[src/design/ccr_pkg.sv]
// ----------------------------------------------------------------------------
// ccr_pkg
// shared types, constants and helpers of the circle canvas rasteriser
// ----------------------------------------------------------------------------
`default_nettype none

package ccr_pkg;

  localparam int MAX_SIDE  = 256;
  localparam int SIDE_W    = $clog2(MAX_SIDE);
  localparam int ADDR_W    = 2 * SIDE_W;
  localparam int DIM_W     = 9;
  localparam int FRAC_BITS = 8;

  localparam int COORD_W   = 20;
  localparam int RAD_W     = 19;
  localparam int CHAR_W    = 7;
  localparam int BYTE_W    = 8;
  localparam int CMD_W     = 2;
  localparam int STATUS_W  = 2;

  localparam int POS_W     = SIDE_W + FRAC_BITS;
  localparam int DIFF_W    = ((POS_W > COORD_W) ? POS_W : COORD_W) + 2;
  localparam int MAG_W     = DIFF_W - 1;
  localparam int SQ_W      = 2 * MAG_W;
  localparam int DIST_W    = SQ_W + 1;
  localparam int R2_W      = 2 * RAD_W;

  localparam logic [CMD_W-1:0] CMD_CLEAR  = 2'd0;
  localparam logic [CMD_W-1:0] CMD_CIRCLE = 2'd1;
  localparam logic [CMD_W-1:0] CMD_READ   = 2'd2;
  localparam logic [CMD_W-1:0] CMD_UNUSED = 2'd3;

  localparam logic [STATUS_W-1:0] STATUS_DONE    = 2'd0;
  localparam logic [STATUS_W-1:0] STATUS_REJECT  = 2'd1;
  localparam logic [STATUS_W-1:0] STATUS_OUTSIDE = 2'd2;

  localparam logic [BYTE_W-1:0] KIND_OUTLINE = 8'h63;
  localparam logic [BYTE_W-1:0] KIND_FILLED  = 8'h43;
  localparam logic [BYTE_W-1:0] BORDER_LOW   = 8'd33;
  localparam logic [BYTE_W-1:0] BORDER_HIGH  = 8'd126;

  localparam logic [CHAR_W-1:0] BACKGROUND_RESET = 7'd32;
  localparam logic [DIM_W-1:0]  DIM_RESET        = 9'd1;

  localparam int REG_IDX_W = 2;
  localparam logic [REG_IDX_W-1:0] REG_WIDTH      = 2'd0;
  localparam logic [REG_IDX_W-1:0] REG_HEIGHT     = 2'd1;
  localparam logic [REG_IDX_W-1:0] REG_BACKGROUND = 2'd2;

  typedef struct packed {
    logic                     start;
    logic                     clear_mode;
    logic                     filled;
    logic [SIDE_W:0]          width;
    logic [SIDE_W:0]          height;
    logic signed [COORD_W-1:0] center_x;
    logic signed [COORD_W-1:0] center_y;
    logic [RAD_W-1:0]         radius;
    logic [CHAR_W-1:0]        paint;
  } sweep_cmd_t;

  typedef struct packed {
    logic              we;
    logic [ADDR_W-1:0] addr;
    logic [CHAR_W-1:0] data;
  } ram_wr_t;

  function automatic logic [SIDE_W:0] side_of(input logic [DIM_W-1:0] v);
    logic [SIDE_W:0] s;
    s = (SIDE_W + 1)'(MAX_SIDE);
    if (v == '0) begin
      s = (SIDE_W + 1)'(1);
    end else if (v <= DIM_W'(MAX_SIDE)) begin
      s = v[SIDE_W:0];
    end
    return s;
  endfunction

endpackage

`default_nettype wire

[src/design/ccr_sweep.sv]
// ----------------------------------------------------------------------------
// ccr_sweep
// cell sweep for clear and circle: raster counters and a squared-distance
// pipeline (p1, p2, p3) that decides the canvas write for each cell
// ----------------------------------------------------------------------------
`default_nettype none

module ccr_sweep (
  input  wire                      clk,
  input  wire                      rst,
  input  wire ccr_pkg::sweep_cmd_t cmd,
  output logic                     busy,
  output ccr_pkg::ram_wr_t         wr
);

  localparam int SW = ccr_pkg::SIDE_W;

  logic                              running;
  logic [SW-1:0]                     col;
  logic [SW-1:0]                     row;
  logic                              clear_mode;
  logic                              filled;
  logic [SW:0]                       width;
  logic [SW:0]                       height;
  logic signed [ccr_pkg::COORD_W-1:0] cx;
  logic signed [ccr_pkg::COORD_W-1:0] cy;
  logic [ccr_pkg::RAD_W-1:0]         rad;
  logic [ccr_pkg::RAD_W-1:0]         rad_m1;
  logic                              thin;
  logic [ccr_pkg::CHAR_W-1:0]        paint;
  logic [ccr_pkg::R2_W-1:0]          r2;
  logic [ccr_pkg::R2_W-1:0]          rin2;

  logic                              p1_valid;
  logic [ccr_pkg::ADDR_W-1:0]        p1_addr;
  logic [ccr_pkg::MAG_W-1:0]         p1_adx;
  logic [ccr_pkg::MAG_W-1:0]         p1_ady;
  logic                              p2_valid;
  logic [ccr_pkg::ADDR_W-1:0]        p2_addr;
  logic [ccr_pkg::SQ_W-1:0]          p2_dx2;
  logic [ccr_pkg::SQ_W-1:0]          p2_dy2;
  logic                              p3_valid;
  logic [ccr_pkg::ADDR_W-1:0]        p3_addr;
  logic [ccr_pkg::DIST_W-1:0]        p3_d2;

  logic                              last_col;
  logic                              last_row;
  logic signed [ccr_pkg::DIFF_W-1:0] dx;
  logic signed [ccr_pkg::DIFF_W-1:0] dy;
  logic [ccr_pkg::DIFF_W-1:0]        adx;
  logic [ccr_pkg::DIFF_W-1:0]        ady;
  logic                              in_circle;
  logic                              edge_band;

  assign last_col = ({1'b0, col} == width - (SW + 1)'(1));
  assign last_row = ({1'b0, row} == height - (SW + 1)'(1));

  // distance from the scaled cell position to the centre
  assign dx = $signed(ccr_pkg::DIFF_W'({col, {ccr_pkg::FRAC_BITS{1'b0}}}))
            - ccr_pkg::DIFF_W'(cx);
  assign dy = $signed(ccr_pkg::DIFF_W'({row, {ccr_pkg::FRAC_BITS{1'b0}}}))
            - ccr_pkg::DIFF_W'(cy);
  assign adx = dx[ccr_pkg::DIFF_W-1] ? ccr_pkg::DIFF_W'(-dx) : ccr_pkg::DIFF_W'(dx);
  assign ady = dy[ccr_pkg::DIFF_W-1] ? ccr_pkg::DIFF_W'(-dy) : ccr_pkg::DIFF_W'(dy);

  assign in_circle = p3_d2 <= ccr_pkg::DIST_W'(r2);
  assign edge_band = thin || (p3_d2 > ccr_pkg::DIST_W'(rin2));

  assign busy = running || p1_valid || p2_valid || p3_valid;

  always_comb begin
    wr.we   = p3_valid && (clear_mode || (in_circle && (filled || edge_band)));
    wr.addr = p3_addr;
    wr.data = paint;
  end

  always_ff @(posedge clk) begin
    if (rst) begin
      running  <= 1'b0;
      p1_valid <= 1'b0;
      p2_valid <= 1'b0;
      p3_valid <= 1'b0;
      col      <= '0;
      row      <= '0;
    end else begin
      p1_valid <= running;
      p2_valid <= p1_valid;
      p3_valid <= p2_valid;
      if (cmd.start) begin
        running <= 1'b1;
        col     <= '0;
        row     <= '0;
      end else if (running) begin
        if (last_col) begin
          col <= '0;
          if (last_row) begin
            running <= 1'b0;
            row     <= '0;
          end else begin
            row <= row + SW'(1);
          end
        end else begin
          col <= col + SW'(1);
        end
      end
    end
  end

  always_ff @(posedge clk) begin
    if (cmd.start) begin
      clear_mode <= cmd.clear_mode;
      filled     <= cmd.filled;
      width      <= cmd.width;
      height     <= cmd.height;
      cx         <= cmd.center_x;
      cy         <= cmd.center_y;
      rad        <= cmd.radius;
      rad_m1     <= cmd.radius - ccr_pkg::RAD_W'(1 << ccr_pkg::FRAC_BITS);
      thin       <= (cmd.radius[ccr_pkg::RAD_W-1:ccr_pkg::FRAC_BITS] == '0);
      paint      <= cmd.paint;
    end
    r2      <= rad * rad;
    rin2    <= rad_m1 * rad_m1;
    p1_addr <= {row, col};
    p1_adx  <= adx[ccr_pkg::MAG_W-1:0];
    p1_ady  <= ady[ccr_pkg::MAG_W-1:0];
    p2_addr <= p1_addr;
    p2_dx2  <= p1_adx * p1_adx;
    p2_dy2  <= p1_ady * p1_ady;
    p3_addr <= p2_addr;
    p3_d2   <= ccr_pkg::DIST_W'(p2_dx2) + ccr_pkg::DIST_W'(p2_dy2);
  end

endmodule

`default_nettype wire

[config.mk]
export PLATFORM = sky130hd
export DESIGN_NAME = ccr_sweep
export DESIGN_NICKNAME = d
export VERILOG_FILES = /design/src/design/ccr_pkg.sv /design/src/design/ccr_sweep.sv
export SDC_FILE = /design/constraint.sdc
export NUM_CORES = 2
export LEC_CHECK = 0
export ABC_AREA = 1
export BUFFER_PORTS_ARGS = -buffer_cell sky130_fd_sc_hd__buf_4
export CAP_MARGIN = 0
export CORE_AREA = 2 2 517 416
export CTS_BUF_LIST = sky130_fd_sc_hd__clkbuf_4
export CTS_CLUSTER_SIZE = 24
export DETAILED_ROUTE_END_ITERATION = 10
export DIE_AREA = 0 0 519 418
export GPL_TIMING_DRIVEN = 1
export PLACE_DENSITY_LB_ADDON = 0.2
export SKIP_LAST_GASP = 1
export SYNTH_ARGS = -nofsm -noshare
export SYNTH_HDL_FRONTEND = slang
export SYNTH_SLANG_ARGS = --single-unit
export TNS_END_PERCENT = 5
[constraint.sdc]
create_clock -name clk -period 7.22 [get_ports clk]
set_input_delay 0.722 -clock clk [delete_from_list [all_inputs] [get_ports clk]]
set_output_delay 0.722 -clock clk [all_outputs]
set_load 0.02 [all_outputs]
==> flow_summary.yaml <==
placement:
  buffer_ports.inserted: 113
  place_congestion: 0.892
  postPlaceCellArea_um2: 68000
  dp.cells: 10611
  dpl.hpwl_um: 148000
global_route:
  global_route.overflow_total: 0
  grt_antenna_before_repair: 9
  grt_use_total: 0.163
  grt_start_max_net_pins: 63
  grt_pass1_wl_um: 280000
  first_global_vias: 51476
timing:
  tightestPinTransition_ns: 1.07
  final_setup_tns_ns: 0
  period_needed_ns: 6.81
  timing.max_slew.rel_slack: 0.285
  setup_viol: 0
  timing.final.hold_violations: 0
  rsz_0062_raised_after_global_routing: "false"
  maxClockFrequency_mhz: 147
  finalMaxSlewViolations: 0
  skew_ns: 0.106
  period_share: 0.944
  hold_slack_ns: 0.193
job:
  timing.max_cap.violations: 0
layout:
  final_layout_size_suffix_gt1_frac: 0.0571
  filler_cell_count: 22636
  mostFrequentLayoutCell: "inv_1"
  stdcell_area_um2: 70400
  design.final.nets: 9829
  leading_cell_types_in_the_layout_fill_and_taps_excluded: "inv_1, nand2_1, fa_1, ha_1, nor2_1"
  area.growth.synth_to_final_pct: 11.1
  fin_cells: 10908
routing:
  top_layer: "met5"
  antenna_left: 0
  detailed_route_wirelength_on_metal3_um: 7660
  per_cell_routed_wire_length_um: 15.8
  vias: 47844
  vias_per_cell: 4.39
  dr_wl_met2_um: 78000
  wl_met1_um: 82600
  initialDrtViolationCount: 2383
  detailedRoute.firstPassIterationCount: 5
  drt-total-wl_um: 172000
  drc: 0
die:
  placementRows: 151
  core_area_um2: 211000
  floorplan.io_pins: 114
  die_width_um: 519
  initial_utilization: 0.300
  chipHeight_um: 418
  dieArea_um2: 217000
worst_setup_path:
  critical-path-top-cell-by-count: "fa_1"
  timing.critical_path.to_type: "register"
  startpoint: "p1_ady[4]"
  slowest_delay_ns: 0.67
  regToRegEndpoint: "p2_dy2[29]"
  critical_path_required_ns: 8.11
  number_of_cell_instances_on_the_worst_register_to_register_path: 22
  crit_type: "reg -> reg"
  critical_path.startpoint_type: "register"
  setup.reg_to_reg.worst_slack_ns: 0.41
  reg2reg_from: "p1_ady[4]"
  cp_max_fo: 13
  critical_path.cell_chain: "buf_4 > nand2_1 > inv_1 > fa_1 > fa_1 > inv_1 > fa_1 > inv_1 > fa_1 > fa_1 > fa_1 > inv_1 > fa_1 > inv_1 > ha_1 > a21oi_1 > o21ai_0 > a21oi_1 > o21ai_0 > a21oi_1 > o21bai_1 > xor2_1"
  worstPathArrival_ns: 7.70
  worstSetupEndpoint: "p2_dy2[29]"
  timing.critical_path.slowest_stage_cell: "dfxtp_1"
synth:
  synth-async-reset-ratio: 0
  post_synth_inst_count: 7719
  synth.lib_cells_used.distinct: 52
  synth_flop_cell: "dfxtp_1"
  syn_avg_cell_area_um2: 8.21
  synth_enable_flop_cells: 98
  yosysSeqAreaShare: 0.142
  summed_instance_area_of_the_synthesized_netlist_um2: 63300
  synth-warning-count: 0
  seq_cells_post_synth: 400
min_path:
  worst_min_delay_path_startpoint: "cmd[86]"
  worstHoldPathType: "in -> reg"
clock_network:
  clockBufferDepth: 3
  tritoncts_clock_tree: "done"
  post_cts.repair.setup_buffers: 0
  htree_levels: 3
  clk-insertion-delay-late_ns: 1.06
  tritoncts.num_buffers: 114
  clkSlewWorstSetupHoldPaths_ns: 0.07
  clock-root-buffer: "clkbuf_4"
  cts.sinks: 400
outcome:
  run_status: "finished, final reports clean"
[final cells by class]
class | instances | area, um^2 | area share
multi-input combinational | 4927 | 45400 | 0.645
clock buffer | 152 | 1140 | 0.0162
clock inverter | 52 | 387 | 0.00549
sequential | 400 | 8990 | 0.128
tap | 2830 | 3540 | 0.0503
inverter | 2233 | 8380 | 0.119
timing repair buffer | 308 | 2560 | 0.0364
antenna | 6 | 15.0 | 0.000213
[synthesized netlist by cell type (all sizes together) (24+ instances only)]
library cell  number  area share
a21oi            288       0.023
nand4             51      0.0053
xor2             169       0.024
ha               655        0.13
inv             2233        0.13
dfxtp            302       0.095
buf               24      0.0016
a31oi             28      0.0028
nand3            179       0.014
o21bai            39      0.0046
clkbuf           136      0.0081
fa              1101        0.35
nor2             426       0.026
nor3              48      0.0038
edfxtp            98       0.046
xnor2             94       0.013
nand2           1538       0.092
o21ai            173       0.014
a21o              28      0.0033
[per-layer routing]
layer | vias to the layer above | global-route usage
met5 | - | 0
met4 | 6 | 0.0365
met3 | 211 | 0.0215
met2 | 957 | 0.264
met1 | 23296 | 0.229
li1 | 23374 | -
[worst max-delay path: cells and delay by family (launching register included)]
family | cells | cell delay (ns)
AO/OA/AOI/OAI | 6 | 1.37
XOR/XNOR | 1 | 0.18
adder cells (fa/ha/maj) | 8 | 3.73
buffers and inverters | 6 | 0.66
flip-flops | 1 | 0.67
AND/OR/NAND/NOR | 1 | 0.07
[how the worst min path moves through the flow]
stage | depth (start not counted) | end
6_report | 1 | height[2]
5_1_grt | 1 | height[5]
4_1_cts | 1 | height[2]
3_5_place_dp | 0 | p2_addr[13]
3_3_place_gp | 0 | p2_addr[4]
2_1_floorplan | 0 | p2_addr[0]
[cell families (layout without fill, tap and decap cells)]
group	after synthesis	in the layout	synth area share
buffers and inverters	2393	2745	0.142
and+or+nand+nor	2295	2295	0.147
AOI/OAI and AO/OA	609	609	0.0542
DFF	400	400	0.142
xor gates and xnor gates	265	265	0.0374
adders and majority gates	1756	1756	0.477
other	1	8	0.0000592
[sequential cells by signal (all words and copies together), names as in the netlist, 9 cells and up]
| name | count |
|---|---|
| p2_addr | 16 |
| p1_addr | 16 |
| rad_m1 | 11 |
| rin2 | 37 |
| p3_addr | 16 |
| p2_dx2 | 41 |
| cx | 20 |
| height | 9 |
| p1_ady | 21 |
| r2 | 30 |
| cy | 20 |
| p1_adx | 21 |
| width | 9 |
| p3_d2 | 43 |
| rad | 19 |
| p2_dy2 | 41 |
[stage by stage]
stage | util | setup slack (ns)
CTS | 0.333 | 0.176
global placement | 0.322 | 0.159
finish | 0.333 | 0.406
global route | 0.333 | 0.0276
detailed placement | 0.322 | 0.204
floorplan | - | 1.24
[repair_timing]
item,4_1_cts,5_1_grt
resized for setup,0,1
hold buffers,87,0
endpoints found under the setup margin,0,2
hold endpoints to repair,107,0
Power is not shown: default switching activity piles up to over one toggle a cycle in this logic, so the estimate is an artifact.
